**src/udgc_pkg.sv**
```systemverilog
// Shared types, constants and the digit font for the decimal glyph column renderer.
// No dependencies; every other file takes names from here by scope.
package udgc_pkg;

   localparam int VALUE_W       = 32;
   localparam int NIBBLE_W      = 4;
   localparam int BITS_PER_STEP = 4;
   localparam int CONV_STEPS    = VALUE_W / BITS_PER_STEP;
   localparam int STEP_W        = $clog2(CONV_STEPS);
   localparam int GLYPH_WIDTH   = 5;
   localparam int COL_W         = $clog2(GLYPH_WIDTH);
   localparam int BYTE_W        = 8;

   typedef enum logic [1:0] {
      ST_IDLE,
      ST_CONV,
      ST_SCAN,
      ST_EMIT
   } state_type;

   typedef struct packed {
      logic load;
      logic shift;
      logic scan;
      logic emit;
   } cmd_type;

   typedef struct packed {
      logic conv_done;
      logic slot_free;
      logic final_col;
   } status_type;

   // one column of the glyph for a decimal digit; column 0 is the leftmost
   function automatic logic [BYTE_W-1:0] font_col(input logic [NIBBLE_W-1:0] digit,
                                                 input logic [COL_W-1:0]    col);
      logic [GLYPH_WIDTH*BYTE_W-1:0] row;
      unique case (digit)
         4'd0:    row = {8'h3e, 8'h45, 8'h49, 8'h51, 8'h3e};
         4'd1:    row = {8'h00, 8'h40, 8'h7f, 8'h42, 8'h00};
         4'd2:    row = {8'h46, 8'h49, 8'h51, 8'h61, 8'h42};
         4'd3:    row = {8'h31, 8'h4b, 8'h45, 8'h41, 8'h21};
         4'd4:    row = {8'h10, 8'h7f, 8'h12, 8'h14, 8'h18};
         4'd5:    row = {8'h39, 8'h45, 8'h45, 8'h45, 8'h27};
         4'd6:    row = {8'h30, 8'h49, 8'h49, 8'h4a, 8'h3c};
         4'd7:    row = {8'h03, 8'h05, 8'h09, 8'h71, 8'h01};
         4'd8:    row = {8'h36, 8'h49, 8'h49, 8'h49, 8'h36};
         default: row = {8'h1e, 8'h29, 8'h49, 8'h49, 8'h06};
      endcase
      return row[col*BYTE_W +: BYTE_W];
   endfunction

endpackage

```
**src/udgc_req_if.sv**
```systemverilog
// Input channel: valid/ready handshake carrying the value to render.
// Depends on udgc_pkg for the value width.
interface udgc_req_if;
   logic                         valid;
   logic                         ready;
   logic [udgc_pkg::VALUE_W-1:0] value;

   modport source (output valid, output value, input ready);
   modport sink   (input valid, input value, output ready);
endinterface

```
**src/udgc_rsp_if.sv**
```systemverilog
// Result channel: valid/ready handshake carrying one glyph column byte and last.
// Depends on udgc_pkg for the byte width.
interface udgc_rsp_if;
   logic                        valid;
   logic                        ready;
   logic [udgc_pkg::BYTE_W-1:0] column_byte;
   logic                        last;

   modport source (output valid, output column_byte, output last, input ready);
   modport sink   (input valid, input column_byte, input last, output ready);
endinterface

```
**src/udgc_ctrl.sv**
```systemverilog
// Controller state machine: sequences conversion, leading-digit scan and column output.
// Depends on udgc_pkg for state, command and status types.
module udgc_ctrl (
   input  logic                 clock,
   input  logic                 reset,
   input  logic                 req_valid,
   output logic                 req_ready,
   input  udgc_pkg::status_type status,
   output udgc_pkg::cmd_type    cmd
);

   udgc_pkg::state_type state_ff, state_in;

   always_ff @(posedge clock) begin
      if (reset) begin
         state_ff <= udgc_pkg::ST_IDLE;
      end else begin
         state_ff <= state_in;
      end
   end

   always_comb begin
      state_in = state_ff;
      unique case (state_ff)
         udgc_pkg::ST_IDLE: begin
            if (req_valid) state_in = udgc_pkg::ST_CONV;
         end
         udgc_pkg::ST_CONV: begin
            if (status.conv_done) state_in = udgc_pkg::ST_SCAN;
         end
         udgc_pkg::ST_SCAN: begin
            state_in = udgc_pkg::ST_EMIT;
         end
         udgc_pkg::ST_EMIT: begin
            if (status.slot_free && status.final_col) state_in = udgc_pkg::ST_IDLE;
         end
         default: state_in = udgc_pkg::ST_IDLE;
      endcase
   end

   always_comb begin
      req_ready = 1'b0;
      cmd       = '0;
      unique case (state_ff)
         udgc_pkg::ST_IDLE: begin
            req_ready = 1'b1;
            cmd.load  = req_valid;
         end
         udgc_pkg::ST_CONV: begin
            cmd.shift = 1'b1;
         end
         udgc_pkg::ST_SCAN: begin
            cmd.scan = 1'b1;
         end
         udgc_pkg::ST_EMIT: begin
            cmd.emit = status.slot_free;
         end
         default: begin
            req_ready = 1'b0;
         end
      endcase
   end

endmodule

```
**src/udgc_datapath.sv**
```systemverilog
// Datapath: double-dabble BCD conversion, four bits a cycle, digit pointer and
// output register for glyph columns. Depends on udgc_pkg for widths, types and the font.
module udgc_datapath #(
   parameter int MAX_DIGITS = 10
) (
   input  logic                         clock,
   input  logic                         reset,
   input  logic [udgc_pkg::VALUE_W-1:0] req_value,
   input  udgc_pkg::cmd_type            cmd,
   output udgc_pkg::status_type         status,
   output logic                         rsp_valid,
   input  logic                         rsp_ready,
   output logic [udgc_pkg::BYTE_W-1:0]  rsp_column_byte,
   output logic                         rsp_last
);

   localparam int BCD_W   = MAX_DIGITS * udgc_pkg::NIBBLE_W;
   localparam int DIG_W   = (MAX_DIGITS > 1) ? $clog2(MAX_DIGITS) : 1;

   logic [udgc_pkg::VALUE_W-1:0] bin_ff, bin_in;
   logic [BCD_W-1:0]             bcd_ff, bcd_in;
   logic                         ovf_ff, ovf_in;
   logic [udgc_pkg::STEP_W-1:0]  step_ff, step_in;
   logic [DIG_W-1:0]             dig_ff, dig_in;
   logic [udgc_pkg::COL_W-1:0]   col_ff, col_in;
   logic                         rsp_valid_ff, rsp_valid_in;
   logic [udgc_pkg::BYTE_W-1:0]  rsp_col_ff, rsp_col_in;
   logic                         rsp_last_ff, rsp_last_in;

   logic [udgc_pkg::VALUE_W-1:0] bin_sh;
   logic [BCD_W-1:0]             bcd_sh;
   logic                         ovf_sh;
   logic [DIG_W-1:0]             lead;
   logic [udgc_pkg::NIBBLE_W-1:0] cur_digit;
   logic                         final_col;
   logic                         last_col;

   // four shift-and-adjust steps; anything carried out of the top digit means
   // the value has more digits than are kept
   always_comb begin
      bcd_sh = bcd_ff;
      bin_sh = bin_ff;
      ovf_sh = ovf_ff;
      for (int j = 0; j < udgc_pkg::BITS_PER_STEP; j++) begin
         for (int i = 0; i < MAX_DIGITS; i++) begin
            if (bcd_sh[i*udgc_pkg::NIBBLE_W +: udgc_pkg::NIBBLE_W] >= 4'd5) begin
               bcd_sh[i*udgc_pkg::NIBBLE_W +: udgc_pkg::NIBBLE_W] =
                  bcd_sh[i*udgc_pkg::NIBBLE_W +: udgc_pkg::NIBBLE_W] + 4'd3;
            end
         end
         ovf_sh = ovf_sh | bcd_sh[BCD_W-1];
         bcd_sh = {bcd_sh[BCD_W-2:0], bin_sh[udgc_pkg::VALUE_W-1]};
         bin_sh = {bin_sh[udgc_pkg::VALUE_W-2:0], 1'b0};
      end
   end

   // most significant digit shown; all digits kept once the value overflowed
   always_comb begin
      lead = '0;
      for (int i = 0; i < MAX_DIGITS; i++) begin
         if (bcd_ff[i*udgc_pkg::NIBBLE_W +: udgc_pkg::NIBBLE_W] != '0) lead = DIG_W'(i);
      end
      if (ovf_ff) lead = DIG_W'(MAX_DIGITS - 1);
   end

   assign cur_digit = bcd_ff[dig_ff*udgc_pkg::NIBBLE_W +: udgc_pkg::NIBBLE_W];
   assign last_col  = (col_ff == udgc_pkg::COL_W'(udgc_pkg::GLYPH_WIDTH - 1));
   assign final_col = last_col && (dig_ff == '0);

   always_comb begin
      bin_in       = bin_ff;
      bcd_in       = bcd_ff;
      ovf_in       = ovf_ff;
      step_in      = step_ff;
      dig_in       = dig_ff;
      col_in       = col_ff;
      rsp_col_in   = rsp_col_ff;
      rsp_last_in  = rsp_last_ff;
      rsp_valid_in = rsp_valid_ff & ~rsp_ready;
      if (cmd.load) begin
         bin_in  = req_value;
         bcd_in  = '0;
         ovf_in  = 1'b0;
         step_in = '0;
      end
      if (cmd.shift) begin
         bin_in  = bin_sh;
         bcd_in  = bcd_sh;
         ovf_in  = ovf_sh;
         step_in = step_ff + 1'b1;
      end
      if (cmd.scan) begin
         dig_in = lead;
         col_in = '0;
      end
      if (cmd.emit) begin
         rsp_col_in   = udgc_pkg::font_col(cur_digit, col_ff);
         rsp_last_in  = final_col;
         rsp_valid_in = 1'b1;
         if (last_col) begin
            col_in = '0;
            dig_in = dig_ff - 1'b1;
         end else begin
            col_in = col_ff + 1'b1;
         end
      end
   end

   always_ff @(posedge clock) begin
      if (reset) begin
         rsp_valid_ff <= 1'b0;
         step_ff      <= '0;
      end else begin
         rsp_valid_ff <= rsp_valid_in;
         step_ff      <= step_in;
      end
   end

   always_ff @(posedge clock) begin
      bin_ff      <= bin_in;
      bcd_ff      <= bcd_in;
      ovf_ff      <= ovf_in;
      dig_ff      <= dig_in;
      col_ff      <= col_in;
      rsp_col_ff  <= rsp_col_in;
      rsp_last_ff <= rsp_last_in;
   end

   assign status.conv_done = (step_ff == udgc_pkg::STEP_W'(udgc_pkg::CONV_STEPS - 1));
   assign status.slot_free = ~rsp_valid_ff | rsp_ready;
   assign status.final_col = final_col;

   assign rsp_valid       = rsp_valid_ff;
   assign rsp_column_byte = rsp_col_ff;
   assign rsp_last        = rsp_last_ff;

endmodule

```
**src/uint_to_decimal_glyph_columns_top.sv**
```systemverilog
// Decimal glyph column renderer: value in, five font column bytes per decimal digit out.
// The first column byte is registered after the conversion (four bits per step), the
// leading-digit scan and the output load.
// Throughput: one column byte per cycle while the receiver is ready; a new value is taken
// once the last column is loaded.
// Reset (synchronous, active high) clears the controller, the conversion step counter and the output valid flag.
module uint_to_decimal_glyph_columns_top #(
   parameter int MAX_DIGITS = 10
) (
   input  logic                clock,
   input  logic                reset,
   udgc_req_if.sink            req_chan,
   udgc_rsp_if.source          rsp_chan
);

   udgc_pkg::cmd_type    cmd;
   udgc_pkg::status_type status;

   udgc_ctrl u_ctrl (
      .clock     (clock),
      .reset     (reset),
      .req_valid (req_chan.valid),
      .req_ready (req_chan.ready),
      .status    (status),
      .cmd       (cmd)
   );

   udgc_datapath #(
      .MAX_DIGITS (MAX_DIGITS)
   ) u_datapath (
      .clock           (clock),
      .reset           (reset),
      .req_value       (req_chan.value),
      .cmd             (cmd),
      .status          (status),
      .rsp_valid       (rsp_chan.valid),
      .rsp_ready       (rsp_chan.ready),
      .rsp_column_byte (rsp_chan.column_byte),
      .rsp_last        (rsp_chan.last)
   );

endmodule
```
**src/flat_wrapper.sv**
```systemverilog
// flat-port wrapper written by rule: the top's interface ports become plain ports
module uint_to_decimal_glyph_columns_top_flat 
#(
   parameter int MAX_DIGITS = 10
)
  (clock, reset, req_chan_valid, req_chan_value, req_chan_ready, rsp_chan_valid, rsp_chan_column_byte, rsp_chan_last, rsp_chan_ready);
  udgc_req_if req_chan_i ();
  udgc_rsp_if rsp_chan_i ();
  input  logic clock;
  input  logic reset;
  input wire logic [$bits(req_chan_i.valid)-1:0] req_chan_valid;
  input wire logic [$bits(req_chan_i.value)-1:0] req_chan_value;
  output wire logic [$bits(req_chan_i.ready)-1:0] req_chan_ready;
  output wire logic [$bits(rsp_chan_i.valid)-1:0] rsp_chan_valid;
  output wire logic [$bits(rsp_chan_i.column_byte)-1:0] rsp_chan_column_byte;
  output wire logic [$bits(rsp_chan_i.last)-1:0] rsp_chan_last;
  input wire logic [$bits(rsp_chan_i.ready)-1:0] rsp_chan_ready;
  assign req_chan_i.valid = req_chan_valid;
  assign req_chan_i.value = req_chan_value;
  assign req_chan_ready = req_chan_i.ready;
  assign rsp_chan_valid = rsp_chan_i.valid;
  assign rsp_chan_column_byte = rsp_chan_i.column_byte;
  assign rsp_chan_last = rsp_chan_i.last;
  assign rsp_chan_i.ready = rsp_chan_ready;
  uint_to_decimal_glyph_columns_top #(.MAX_DIGITS(MAX_DIGITS)) u_core (.clock(clock), .reset(reset), .req_chan(req_chan_i), .rsp_chan(rsp_chan_i));
endmodule
```
**config.mk**
```make
export PLATFORM = sky130hd
export DESIGN_NAME = uint_to_decimal_glyph_columns_top_flat
export DESIGN_NICKNAME = d
export VERILOG_FILES = /design/src/udgc_pkg.sv /design/src/udgc_req_if.sv /design/src/udgc_rsp_if.sv /design/src/udgc_ctrl.sv /design/src/udgc_datapath.sv /design/src/uint_to_decimal_glyph_columns_top.sv /design/src/flat_wrapper.sv
export SDC_FILE = /design/constraint.sdc
export NUM_CORES = 1
export LEC_CHECK = 0
export BUFFER_PORTS_ARGS = -buffer_cell sky130_fd_sc_hd__buf_2
export CAP_MARGIN = 5
export CORE_MARGIN = 3
export CORE_UTILIZATION = 64
export CTS_BUF_LIST = sky130_fd_sc_hd__clkbuf_8 sky130_fd_sc_hd__clkbuf_16
export CTS_CLUSTER_DIAMETER = 120
export CTS_CLUSTER_SIZE = 8
export DETAILED_ROUTE_END_ITERATION = 7
export GPL_ROUTABILITY_DRIVEN = 1
export MAX_ROUTING_LAYER = met4
export PLACE_DENSITY_LB_ADDON = 0.3
export SETUP_SLACK_MARGIN = 0.1
export SLEW_MARGIN = 20
export SYNTH_ARGS = -nofsm -noshare
export SYNTH_HDL_FRONTEND = slang
export SYNTH_SLANG_ARGS = --single-unit
```
**constraint.sdc**
```tcl
create_clock -name clock -period 5.28 [get_ports clock]
set_clock_uncertainty 0.15 [all_clocks]
set_input_delay 0.264 -clock clock [delete_from_list [all_inputs] [get_ports clock]]
set_output_delay 0.264 -clock clock [all_outputs]
set_load 0.01 [all_outputs]
```
==> flow_metrics.tcl <==
set metrics [dict create \
    synthTopCellsByArea "edfxtp_1 (25%), ha_1 (9.7%), mux2i_1 (4.4%), mux2_2 (3.8%), nand2_1 (3.5%)" \
    worst_pin_slew_ns 1.06 \
    grt_setup_unrepaired "false" \
    worstSkewPairLatency_ns 0.36 \
    reg2regPathDepth 20 \
    ant_nets 0 \
    crit_family "compound AO/OA/AOI/OAI gates" \
    vias_per_cell 6.44 \
    h-tree-depth 3 \
    slowest_stage "edfxtp_1" \
    grt_pass1_wl_mm 35.6 \
    cts_sinks 94 \
    hp-class "input port to register" \
    cp_num_cells 20 \
    gr-usage-all-layers_pct 26.6 \
    dpl.hpwl_mm 15.3 \
    hold_path_end "u_core.u_datapath.bin_ff[25]$_DFFE_PP_" \
    cts_tree "yes" \
    start_util_pct 65.7 \
    syn_inst 1082 \
    path_clk_slew_ns 0.07 \
    syn_nets 1192 \
    routed_wl_mm 21.3 \
    reg2reg_from "u_core.u_datapath.bcd_ff[4]$_SDFFCE_PN0P_" \
    coreArea_sq_mm 0.0146 \
    critPathMaxStageDelay_ns 0.47 \
    fin_crit_ns 4.73 \
    ioPinCount 47 \
    drt_iter0_drc 723 \
    fill_cells 1096 \
    min_from "req_chan_value[25]" \
    mappedNetlistArea_sq_mm 0.00959 \
    synth.most_common_cell "nand2_1" \
    ys_types 98 \
    antenna_found_initial 2 \
    reg2reg_slack_ns 0.55 \
    wl_per_cell_um 16.4 \
    area.sequential_sq_mm 0.00268 \
    synth_top_area_share_pct 25.1 \
    synthFlopType "edfxtp_1" \
    setup_viol 0 \
    post-route-period-util_pct 89.7 \
    die_area_sq_mm 0.0165 \
    preCtsSetupSlack_ns 0.571 \
    die_h_um 128 \
    cts_buffers 9 \
    fin_tns_setup_ns 0 \
    yosysTopAreaCell "edfxtp_1" \
    cp_max_fo 6 \
    syn2layout_area_growth_pct 7.37 \
    crit_arrival_ns 4.66 \
    final_max_slew_viol_count 0 \
    cp_cell_sequence "inv_1, ha_1, and2b_1, nor3_1, a21oi_1, inv_1, ha_1, and2b_1, nor2_1, mux2_2, o21ai_0, and2_1, nor2_1, xnor2_1, inv_1, ha_1, inv_1, a221o_1, o211ai_1, a211oi_1" \
    grt_pass1_vias 7682 \
    vias 8378 \
    hold_viol_final 0 \
    grt_overflow 0 \
    grt_max_degree 63 \
    outcome "complete, no violations" \
    ys_warn_count 0 \
    multi_input_area_sq_mm 0.00642 \
    drive_above_1_share_pct 13.5 \
    required_ns 5.21 \
    port_buffers 45 \
    worstSetupPathType "register to register" \
    setup.worst_path.end_class "register" \
    cts_root_buf "clkbuf_16" \
    first_pass_iters 5 \
    ys_ff_latch 94 \
    die_width_um 128 \
    fin_ws_ns 0.546 \
    synth-edff-count 80 \
    final_net_count 1219 \
    crit_top_cell "inv_1" \
    min_path_cells 2 \
    critPathBufInv 4 \
    synthTopCellsByCount "nand2_1 (90), nor2_1 (83), edfxtp_1 (80)" \
    row_count 44 \
    relSlewSlack_pct 29.0 \
    clock.fmax_ghz 0.211 \
    gp_congestion 0.891 \
    worstSetupStartpointType "register" \
    timing.rr.end "u_core.u_datapath.bcd_ff[16]$_SDFFCE_PN0P_" \
    drc_errors 0 \
    yosysSeqAreaShare_pct 28.0 \
    max_cap_viol_count 0 \
    synthArstFlopShare_pct 0 \
    cts.path.max_buffers 2 \
    avgSynthCellArea_sq_um 8.86 \
]
[state kept, by name, summed over array words and instances (netlist names), 2 cells and up]
| signal | flops |
|---|---|
| u_core.u_ctrl.state_ff | 2 |
| u_core.u_datapath.step_ff | 3 |
| u_core.u_datapath.bin_ff | 32 |
| u_core.u_datapath.dig_ff | 4 |
| u_core.u_datapath.col_ff | 3 |
| u_core.u_datapath.bcd_ff | 40 |
| u_core.u_datapath.rsp_column_byte | 7 |
[metrics by stage]
| stage | hold slack [ns] | instance area, sq um | std cells | util (%) |
|---|---|---|---|---|
| 2_1_floorplan | 0.183 | 9590 | 1082 | - |
| 3_3_place_gp | 0.293 | 9880 | 1277 | 67.7 |
| 3_5_place_dp | 0.300 | 9880 | 1277 | 67.7 |
| 4_1_cts | 0.0352 | 10300 | 1298 | 70.5 |
| 5_1_grt | 0.0438 | 10300 | 1300 | 70.6 |
| 6_report | 0.0410 | 10300 | 1300 | 70.6 |
[cells in the final DEF, fill, tap and decap left out, drive strengths merged, types with 9 or more instances in the layout]
cell type	instances
a211oi	19
a21o	24
a21oi	64
a22o	34
a22oi	12
a31oi	16
and2	14
buf	49
clkbuf	9
dfxtp	14
edfxtp	80
ha	74
inv	81
mux2	32
mux2i	42
nand2	91
nand2b	31
nand3	18
nor2	83
nor2b	11
nor3	20
nor3b	13
o211ai	14
o21a	14
o21ai	71
o22ai	9
xnor2	22
[worst max path at each step]
stage          slack (ns)                                        from                                         end
6_report             0.55   u_core.u_datapath.bcd_ff[4]$_SDFFCE_PN0P_  u_core.u_datapath.bcd_ff[16]$_SDFFCE_PN0P_
5_1_grt              0.14  u_core.u_datapath.bcd_ff[24]$_SDFFCE_PN0P_  u_core.u_datapath.bcd_ff[30]$_SDFFCE_PN0P_
4_1_cts              0.55  u_core.u_datapath.bcd_ff[13]$_SDFFCE_PN0P_  u_core.u_datapath.bcd_ff[16]$_SDFFCE_PN0P_
3_5_place_dp         0.57  u_core.u_datapath.bcd_ff[13]$_SDFFCE_PN0P_  u_core.u_datapath.bcd_ff[16]$_SDFFCE_PN0P_
3_3_place_gp         0.71  u_core.u_datapath.bcd_ff[24]$_SDFFCE_PN0P_  u_core.u_datapath.bcd_ff[30]$_SDFFCE_PN0P_
2_1_floorplan        1.02  u_core.u_datapath.bcd_ff[12]$_SDFFCE_PN0P_  u_core.u_datapath.bcd_ff[16]$_SDFFCE_PN0P_
[area by class of cell]
type	instances	share of cell area, %
antenna	2	0.0486
sequential	94	26.1
clock inverter	7	1.22
inverter	79	2.88
clock buffer	9	2.19
multi-input combinational	871	62.4
timing repair buffer	54	2.97
tap	184	2.24
[layer usage]
layer  GRT usage (%)  wire (um)  part of all wire [%]  vias up
met5               -          0                     0        -
met4            5.68        288                   1.4        0
met3            4.36        851                   4.0       32
met2            43.6      10300                    48      200
met1            35.0       9880                    46     3987
li1                -          -                     -     4159
[worst reg2reg max path: stages, from the launching register on]
cell	delay (ns)
edfxtp_1	0.47
inv_1	0.17
ha_1	0.24
and2b_1	0.20
nor3_1	0.07
a21oi_1	0.44
inv_1	0.10
ha_1	0.20
and2b_1	0.24
nor2_1	0.06
mux2_2	0.30
o21ai_0	0.32
and2_1	0.30
nor2_1	0.09
xnor2_1	0.18
inv_1	0.19
ha_1	0.28
inv_1	0.06
a221o_1	0.27
o211ai_1	0.09
a211oi_1	0.09
[kinds of logic after synthesis]
logic type	count (synthesis)	share of synthesized area [%]
AOI/OAI and AO/OA	368	28.0
xor gates and xnor gates	23	2.61
muxes	81	9.79
DFF	94	28.0
other	1	0.0391
adders and majority gates	76	9.87
buffers and inverters	117	5.19
and+or+nand+nor	322	16.5
[what timing repair did]
item / 4_1_cts / 5_1_grt
buffers inserted: 0 / 0
endpoints found under the hold margin: 8 / 0
endpoints found under the setup margin: 0 / 3
hold buffers: 5 / 0
gates resized for setup: 0 / 1
Power is left out: the tool's default activity adds up to more than one toggle a clock period on the data nets, which glitch-free logic cannot reach.
